<file path="src/hdl/ebtu_pkg.sv">
// Package for the error-bounded timestamp unit: item structs, register
// indexes and field widths. No dependencies.
`timescale 1ns / 1ps
`default_nettype none

package ebtu_pkg;

  localparam int unsigned TimeW  = 64;
  localparam int unsigned ErrW   = 32;
  localparam int unsigned CfgIdxW = 3;

  // Configuration register indexes
  localparam logic [CfgIdxW-1:0] CFG_DRIFT_RATE   = 3'd0;
  localparam logic [CfgIdxW-1:0] CFG_DRIFT_PERIOD = 3'd1;
  localparam logic [CfgIdxW-1:0] CFG_BASE_ERROR   = 3'd2;
  localparam logic [CfgIdxW-1:0] CFG_MAX_ERROR    = 3'd3;
  localparam logic [CfgIdxW-1:0] CFG_LIVE_LIMIT   = 3'd4;

  // Operation codes
  localparam logic OP_QUERY  = 1'b0;
  localparam logic OP_UPDATE = 1'b1;

  typedef struct packed {
    logic             operation;
    logic [TimeW-1:0] steady_now;
    logic [TimeW-1:0] steady_low;
    logic [TimeW-1:0] real_now;
  } req_t;

  typedef struct packed {
    logic [TimeW-1:0] real_time;
    logic [ErrW-1:0]  error_bound;
    logic             replaced;
    logic             stale_warning;
  } rsp_t;

endpackage

`default_nettype wire

</file>
<file path="src/hdl/error_bounded_timestamp_unit_top.sv">
// Error-bounded timestamp unit: reference keeping, drift extrapolation and
// update selection around one shared multiply/divide unit. Uses ebtu_pkg.
`timescale 1ns / 1ps
`default_nettype none

// How to use:
//   req channel (req_valid / req_stall / req): one item per operation. A query
//   returns the kept reference extrapolated to steady_now with its drift-grown
//   error. An update offers a new reference seen inside [steady_low, steady_now]
//   and is kept when its error is not larger than the kept one's.
//   rsp channel (rsp_valid / rsp_stall / rsp): exactly one item per request.
//   cfg channel (cfg_valid / cfg_ready / cfg_index / cfg_data): register writes,
//   ready outside reset; write only while the unit is idle. Unknown indexes drop.
// Timing: one 32x32 multiplier and a radix-2 restoring divider (one quotient bit
//   per cycle) compute drift = rate * d / period. A query or first update runs
//   the drift pass once; a later update runs it twice (reference age, then poll
//   window). A saturated drift (d >= max_error or rate >= period) skips the
//   divider for that pass. req_stall is high from accept until the result is
//   loaded into the output register, so one item is in flight.
// Reset (rst, synchronous): registers return to their defaults, the reference
//   is cleared to zero and marked absent, and any pending result is dropped.
// Receiver stall: the result holds in the output register; a finished item
//   waits in its final step until the output register is free.
module error_bounded_timestamp_unit_top
  import ebtu_pkg::*;
(
  input  wire logic               clk,
  input  wire logic               rst,
  // request channel
  input  wire logic               req_valid,
  output logic                    req_stall,
  input  wire req_t               req,
  // response channel
  output logic                    rsp_valid,
  input  wire logic               rsp_stall,
  output rsp_t                    rsp,
  // configuration write channel
  input  wire logic               cfg_valid,
  output logic                    cfg_ready,
  input  wire logic [CfgIdxW-1:0] cfg_index,
  input  wire logic [TimeW-1:0]   cfg_data
);

  // Sequencer states
  localparam logic [2:0] S_IDLE = 3'd0;
  localparam logic [2:0] S_DIFF = 3'd1;  // age and window differences
  localparam logic [2:0] S_MUL  = 3'd2;  // saturation check and rate * d
  localparam logic [2:0] S_DIV  = 3'd3;  // one quotient bit per cycle
  localparam logic [2:0] S_OLD  = 3'd4;  // error and time of kept reference
  localparam logic [2:0] S_SUM1 = 3'd5;  // source error + window
  localparam logic [2:0] S_SUM2 = 3'd6;  // + drift, cap: candidate error
  localparam logic [2:0] S_RES  = 3'd7;  // choose, update reference, emit

  // Configuration registers
  logic [ErrW-1:0]  drift_rate;
  logic [ErrW-1:0]  drift_den;
  logic [ErrW-1:0]  src_err;
  logic [ErrW-1:0]  max_error;
  logic [TimeW-1:0] liveliness_limit;

  // Reference
  logic [TimeW-1:0] ref_steady;
  logic [TimeW-1:0] ref_real;
  logic [ErrW-1:0]  ref_error;
  logic             ref_valid;

  // Item working registers
  logic [2:0]       state;
  logic             pass;      // 0: drift of age, 1: drift of window
  logic [4:0]       count;
  logic             op;
  logic [TimeW-1:0] now;
  logic [TimeW-1:0] low;
  logic [TimeW-1:0] real_in;
  logic [TimeW-1:0] age;
  logic [TimeW-1:0] win;
  logic [ErrW-1:0]  rem;
  logic [ErrW-1:0]  dq;        // dividend low half, then quotient (drift)
  logic [ErrW-1:0]  old_err;
  logic [TimeW-1:0] extrap;
  logic [TimeW-1:0] sum1;
  logic [ErrW-1:0]  new_err;

  // Shared drift unit datapath
  logic [TimeW-1:0] mul_d;
  logic             drift_sat;
  logic [TimeW-1:0] prod;
  logic [ErrW:0]    div_shift;
  logic [ErrW:0]    div_diff;
  logic             div_ge;
  logic [2:0]       drift_done_state;

  // Result arithmetic
  logic [ErrW:0]    old_sum;
  logic [ErrW-1:0]  old_err_calc;
  logic [TimeW:0]   sum1_wide;
  logic [TimeW:0]   sum2_wide;
  logic [TimeW-1:0] sum2_sat;
  logic [ErrW-1:0]  new_err_calc;
  logic             slot_free;
  logic             take_new;

  // Hold off both channels while in reset
  assign req_stall = rst || (state != S_IDLE);
  assign cfg_ready = !rst;
  assign slot_free = !rsp_valid || !rsp_stall;

  assign mul_d     = pass ? win : age;
  assign drift_sat = (mul_d >= {{(TimeW-ErrW){1'b0}}, max_error}) ||
                     (drift_rate >= drift_den);
  // 32x32 product; the high half stays below the period when not saturated
  assign prod      = {{(TimeW-ErrW){1'b0}}, drift_rate} *
                     {{(TimeW-ErrW){1'b0}}, mul_d[ErrW-1:0]};

  assign div_shift = {rem, dq[ErrW-1]};
  assign div_diff  = div_shift - {1'b0, drift_den};
  assign div_ge    = (div_shift >= {1'b0, drift_den});
  assign drift_done_state = pass ? S_SUM1 : S_OLD;

  assign old_sum      = {1'b0, ref_error} + {1'b0, dq};
  assign old_err_calc = (old_sum < {1'b0, max_error}) ? old_sum[ErrW-1:0] : max_error;

  assign sum1_wide    = {1'b0, win} + {{(TimeW-ErrW+1){1'b0}}, src_err};
  assign sum2_wide    = {1'b0, sum1} + {{(TimeW-ErrW+1){1'b0}}, dq};
  assign sum2_sat     = sum2_wide[TimeW] ? {TimeW{1'b1}} : sum2_wide[TimeW-1:0];
  assign new_err_calc = (sum2_sat < {{(TimeW-ErrW){1'b0}}, max_error}) ?
                        sum2_sat[ErrW-1:0] : max_error;

  // Keep the candidate when its error is not larger than the kept one's
  assign take_new = !(new_err > old_err);

  // Configuration writes
  always_ff @(posedge clk) begin
    if (rst) begin
      drift_rate       <= 32'd100;
      drift_den        <= 32'd1000000;
      src_err          <= 32'd1000;
      max_error        <= 32'hFFFF_FFFF;
      liveliness_limit <= 64'd50000000;
    end else if (cfg_valid && cfg_ready) begin
      case (cfg_index)
        CFG_DRIFT_RATE:   drift_rate       <= cfg_data[ErrW-1:0];
        CFG_DRIFT_PERIOD: drift_den        <= cfg_data[ErrW-1:0];
        CFG_BASE_ERROR:   src_err          <= cfg_data[ErrW-1:0];
        CFG_MAX_ERROR:    max_error        <= cfg_data[ErrW-1:0];
        CFG_LIVE_LIMIT:   liveliness_limit <= cfg_data;
        default: ;
      endcase
    end
  end

  // Output valid: raise on a finished item, drop once the receiver takes it
  always_ff @(posedge clk) begin
    if (rst) begin
      rsp_valid <= 1'b0;
    end else if (state == S_RES && slot_free) begin
      rsp_valid <= 1'b1;
    end else if (!rsp_stall) begin
      rsp_valid <= 1'b0;
    end
  end

  // Sequencer and control state
  always_ff @(posedge clk) begin
    if (rst) begin
      state      <= S_IDLE;
      pass       <= 1'b0;
      count      <= '0;
      ref_valid  <= 1'b0;
      ref_steady <= '0;
      ref_real   <= '0;
      ref_error  <= '0;
    end else begin
      case (state)
        S_IDLE: begin
          if (req_valid) begin
            pass  <= 1'b0;
            state <= S_DIFF;
          end
        end
        S_DIFF: begin
          state <= S_MUL;
        end
        S_MUL: begin
          count <= '0;
          state <= drift_sat ? drift_done_state : S_DIV;
        end
        S_DIV: begin
          count <= count + 5'd1;
          if (count == 5'd31) begin
            state <= drift_done_state;
          end
        end
        S_OLD: begin
          if (op == OP_UPDATE && ref_valid) begin
            pass  <= 1'b1;
            state <= S_MUL;
          end else begin
            state <= S_RES;
          end
        end
        S_SUM1: begin
          state <= S_SUM2;
        end
        S_SUM2: begin
          state <= S_RES;
        end
        S_RES: begin
          if (slot_free) begin
            state <= S_IDLE;
            if (op == OP_UPDATE && (!ref_valid || take_new)) begin
              ref_valid  <= 1'b1;
              ref_steady <= now;
              ref_real   <= real_in;
              ref_error  <= ref_valid ? new_err : max_error;
            end
          end
        end
        default: state <= S_IDLE;
      endcase
    end
  end

  // Datapath registers
  always_ff @(posedge clk) begin
    case (state)
      S_IDLE: begin
        if (req_valid) begin
          op      <= req.operation;
          now     <= req.steady_now;
          low     <= req.steady_low;
          real_in <= req.real_now;
        end
      end
      S_DIFF: begin
        age <= now - ref_steady;
        win <= now - low;
      end
      S_MUL: begin
        if (drift_sat) begin
          dq <= max_error;
        end else begin
          rem <= prod[TimeW-1:ErrW];
          dq  <= prod[ErrW-1:0];
        end
      end
      S_DIV: begin
        rem <= div_ge ? div_diff[ErrW-1:0] : div_shift[ErrW-1:0];
        dq  <= {dq[ErrW-2:0], div_ge};
      end
      S_OLD: begin
        old_err <= old_err_calc;
        extrap  <= ref_real + age;
      end
      S_SUM1: begin
        sum1 <= sum1_wide[TimeW] ? {TimeW{1'b1}} : sum1_wide[TimeW-1:0];
      end
      S_SUM2: begin
        new_err <= new_err_calc;
      end
      S_RES: begin
        if (slot_free) begin
          if (op == OP_UPDATE && (!ref_valid || take_new)) begin
            rsp.real_time     <= real_in;
            rsp.error_bound   <= ref_valid ? new_err : max_error;
            rsp.replaced      <= 1'b1;
            rsp.stale_warning <= 1'b0;
          end else begin
            rsp.real_time     <= extrap;
            rsp.error_bound   <= old_err;
            rsp.replaced      <= 1'b0;
            rsp.stale_warning <= (op == OP_UPDATE) && (age > liveliness_limit);
          end
        end
      end
      default: ;
    endcase
  end

`ifndef SYNTH
  // The divider remainder stays below the period while dividing
  a_div_rem: assert property (@(posedge clk) disable iff (rst)
    (state == S_DIV) |-> (rem < drift_den))
    else $error("divider remainder not below period");

  // Once a reference exists it is never dropped
  a_ref_keep: assert property (@(posedge clk) disable iff (rst)
    ref_valid |=> ref_valid)
    else $error("reference valid bit fell");

  // A new result only comes out of the final step
  a_rsp_src: assert property (@(posedge clk) disable iff (rst)
    $rose(rsp_valid) |-> ($past(state) == S_RES))
    else $error("response raised outside final step");

  // A replacing result leaves a reference behind, and never warns
  a_rep_ref: assert property (@(posedge clk) disable iff (rst)
    (rsp_valid && rsp.replaced) |-> (ref_valid && !rsp.stale_warning))
    else $error("replaced result without reference or with warning");
`endif

endmodule

`default_nettype wire
</file>
<file path="config.mk">
export PLATFORM = sky130hd
export DESIGN_NAME = error_bounded_timestamp_unit_top
export DESIGN_NICKNAME = d
export VERILOG_FILES = /design/src/hdl/ebtu_pkg.sv /design/src/hdl/error_bounded_timestamp_unit_top.sv
export SDC_FILE = /design/constraint.sdc
export NUM_CORES = 2
export LEC_CHECK = 0
export BUFFER_PORTS_ARGS = -buffer_cell sky130_fd_sc_hd__buf_4
export CORE_AREA = 5 5 441 443
export DETAILED_ROUTE_END_ITERATION = 6
export DIE_AREA = 0 0 446 448
export PLACE_DENSITY = 0.66
export SLEW_MARGIN = 10
export SYNTH_ARGS = -nofsm -noshare
export SYNTH_HDL_FRONTEND = slang
export SYNTH_SLANG_ARGS = --single-unit
</file>
<file path="constraint.sdc">
create_clock -name clk -period 20.3 [get_ports clk]
set_input_delay 3.045 -clock clk [delete_from_list [all_inputs] [get_ports clk]]
set_output_delay 3.045 -clock clk [all_outputs]
set_load 0.05 [all_outputs]
</file>
==> impl_results.md <==
* Pwr Density at 130 nW/um^2
* Yosys warnings at 0
* Fill cell count at between 15k and 20k
* Die ar. at 200000 um^2
* Initial antenna violation count at 21
* Synth Area in Compound Gates at about an eighth
* Final setup violating endpoints at 0
* Max FFs per register at 98
* P&R area growth vs syn at 9.31%
* Reg2reg start: pass$_SDFFE_PP0P_
* Async SR Flop Fraction at 0%
* Maximum fanout along the worst path at 37
* Final net count at ~12k
* Pins over their slew limit at 0
* Status: completed
* Period Utilization, post-route at 50.6%
* Rel. slew slack at 15.8%
* Syn Nets at ~12k
* Commonest cells in the netlist: nand2_1 (1604), inv_1 (1309), fa_1 (903)
* Routability Congestion at a little under 1
* Dpl cell area at 99200 um^2
* Clock buffer depth at 3
* Clock Skew at approximately 0.087 ns
* Final-report hold violation count at 0
* Via count of the routed design at around 74k
* Hold path depth at 2
* Post-synthesis sequential area ratio at between 20% and 30%
* Post-synthesis mux area share at under 10%
* Count leader, synth: nand2_1
* Setup TNS at 0 ns
* Worst setup path class: reg2reg
* VDD IR-drop max at about 0.00027 V
* Post-synthesis xor/xnor area fraction at under 10%
* Maximum clock frequency at about 0.097 GHz
* Initial Util at 49.8%
* Reg2reg end: rem[31]$_DFFE_PP_
* FF+latch area at 27600 um^2
* CTS tree: done
* Critical Path RT at between 20 and 25 ns
* Pleak at roughly 45 nW
* Hold Slack at ~0.45 ns
* Top Ports at between 300 and 400
* CP delay by family, top: adder cells
* Design area at a little over 100000 um^2
* Synth Area in Adders at 29.8%
* Clk root buf: clkbuf_16
* CTS buffer count at approximately 110
* Top cell type's share of synthesized area at between 20 and 25%
* Slowest cell on the critical path: mux2_2
* Unique cell type count in the Yosys netlist at 95
* Die Ht at around 450 um
* Hpwl dp at approximately 240 mm
* Syn Std Cell Area at around 94000 um^2
* Slowest cell delay on critical path at about 1.0 ns
* Total wire length at around 300 mm
* Worst endpoint data arrival time at around 11 ns
* WL/cell at between 20 and 25 um
* Worst Max-Slew Pin Slew at 1.25 ns
* Detail Route Antenna Nets at 0
* Synth Area in Simple Gates at 15.8%
* RSZ-0062 raised after global routing: false
* Hold wc startpoint: drift_rate[27]$_SDFFE_PP0P_
* Initial DRC Count at 6557
* Critical Path Sink Type: flop
* Final worst path period need at 10.27 ns
* CTS H-Tree Depth at 3
* Clock sinks at just over 1k
* Clock transition at path regs at approximately 0.06 ns
* HP Class: reg2reg
* Core Area at about 190000 um^2
* Post-synthesis register bit count at roughly 1.0k
* Max_cap viols at 0
* Main combinational cell family by area after synthesis: adder cells
* Area occupied by multi-input gates at between 60000 and 70000 um^2
* # DRC at 0
* Flop2flop setup slack at 10.03 ns
* CTS Hold Bufs at 0
* Drt pass-1 iters at 6
* Hold Path Sink: drift_rate[27]$_SDFFE_PP0P_
* Grt ovf at 0
* Pin count of the biggest net entering global routing at between 150 and 200
* Top cells by area, synth: edfxtp_1 (21%), fa_1 (19%), ha_1 (11%)
* Startpoint types: flop
* Synth Instances at a little over 10k
* CP bufs+invs at 7
* Synth area leader: edfxtp_1
* Clk_lat worst skew at 0.78 ns
* Resized cells post-CTS at 0
* Layout cells sized above 1 at between 7 and 8%
* IO Port Bufs at between 300 and 400
* Top FF cell, synth: edfxtp_1
* Reg2Reg Depth at 30
* Row count at between 150 and 200
* Global-route wire length before repair at between 400 and 500 mm
* Largest Register: rsp
* Syn avg cell area at 9.31 um^2
* Via-to-Cell Ratio at 5.80
* Post-CTS setup buffers at 0
* Overall routing resource usage at 30.3%
* Vias in the first global route at approximately 76k
* EDFF count, synth at ~680
* Cell repeated most along the worst path: fa_1
* Die width at between 400 and 500 um
[tightest hold or removal path: stages, from the launching register on]
cell     delay, ns
dfxtp_1       0.31
nand2_1       0.05
a21oi_1       0.05
[stage by stage]
stage	power, mW	util [%]	setup WS (ns)	instances
after floorplan	8.27	-	1.74	10100
after global placement	11.0	52.3	10.23	12600
after detailed placement	11.1	52.3	10.21	12600
after CTS	13.4	54.4	10.10	12800
after global routing	14.4	54.5	9.64	12800
final	13.5	54.5	10.03	12800
[cell families after synthesis]
logic type,after synthesis
adder cells (fa/ha/maj),1707
AO/OA/AOI/OAI,1916
XOR/XNOR,360
buffers and inverters,1797
AND/OR/NAND/NOR,3161
multiplexers,167
flip-flops,1038
[final cells by class]
cell class | count | share of cell area (%)
multi-input combinational | 7311 | 58.3
sequential | 1038 | 26.7
inverter | 1310 | 4.76
timing repair buffer | 445 | 3.26
tap | 2511 | 3.04
clock buffer | 153 | 3.04
clock inverter | 63 | 0.850
antenna | 9 | 0.0218
[cell usage in the layout, fill, tap and decap left out, types with 75 or more instances in the layout]
| master | Yosys | final |
|---|---|---|
| a211oi_1 | 96 | 95 |
| a21o_1 | 271 | 271 |
| a21oi_1 | 722 | 721 |
| and2_1 | 624 | 623 |
| buf_4 | 3 | 443 |
| clkbuf_16 | 0 | 115 |
| dfxtp_1 | 363 | 343 |
| edfxtp_1 | 675 | 675 |
| fa_1 | 903 | 903 |
| ha_1 | 804 | 804 |
| inv_1 | 1309 | 1308 |
| nand2_1 | 1604 | 1603 |
| nand3_1 | 123 | 121 |
| nand4_1 | 130 | 130 |
| nor2_1 | 312 | 311 |
| o211ai_1 | 78 | 78 |
| o21ai_0 | 305 | 303 |
| o21bai_1 | 75 | 75 |
| xnor2_1 | 216 | 216 |
| xor2_1 | 144 | 144 |
[power by group]
part | leakage [nW] | internal, mW | switching [mW] | total, mW
Sequential | 9.10 | 2.72 | 0.375 | 3.09
Clock | 1.94 | 1.30 | 0.929 | 2.23
Combinational | 34.2 | 2.79 | 5.36 | 8.15
[per-layer routing]
metal  track usage [%]  vias up  share of wire, %
li1                  -    34000                 -
met1              37.3    36900                39
met2              51.5     2900                48
met3              4.41      739               6.7
met4              16.4        4               6.2
met5                 0        -            0.0085
[how the worst max path moves through the flow]
stage | from | endpoint | cells past startpoint
after floorplan | req_valid | pass$_SDFFE_PP0P_ | 3
after global placement | pass$_SDFFE_PP0P_ | rem[31]$_DFFE_PP_ | 30
after detailed placement | pass$_SDFFE_PP0P_ | rem[31]$_DFFE_PP_ | 30
after CTS | pass$_SDFFE_PP0P_ | rem[31]$_DFFE_PP_ | 30
after global routing | pass$_SDFFE_PP0P_ | rem[31]$_DFFE_PP_ | 30
final | pass$_SDFFE_PP0P_ | rem[31]$_DFFE_PP_ | 30
Note: power is estimated with default switching activity, not from simulation.
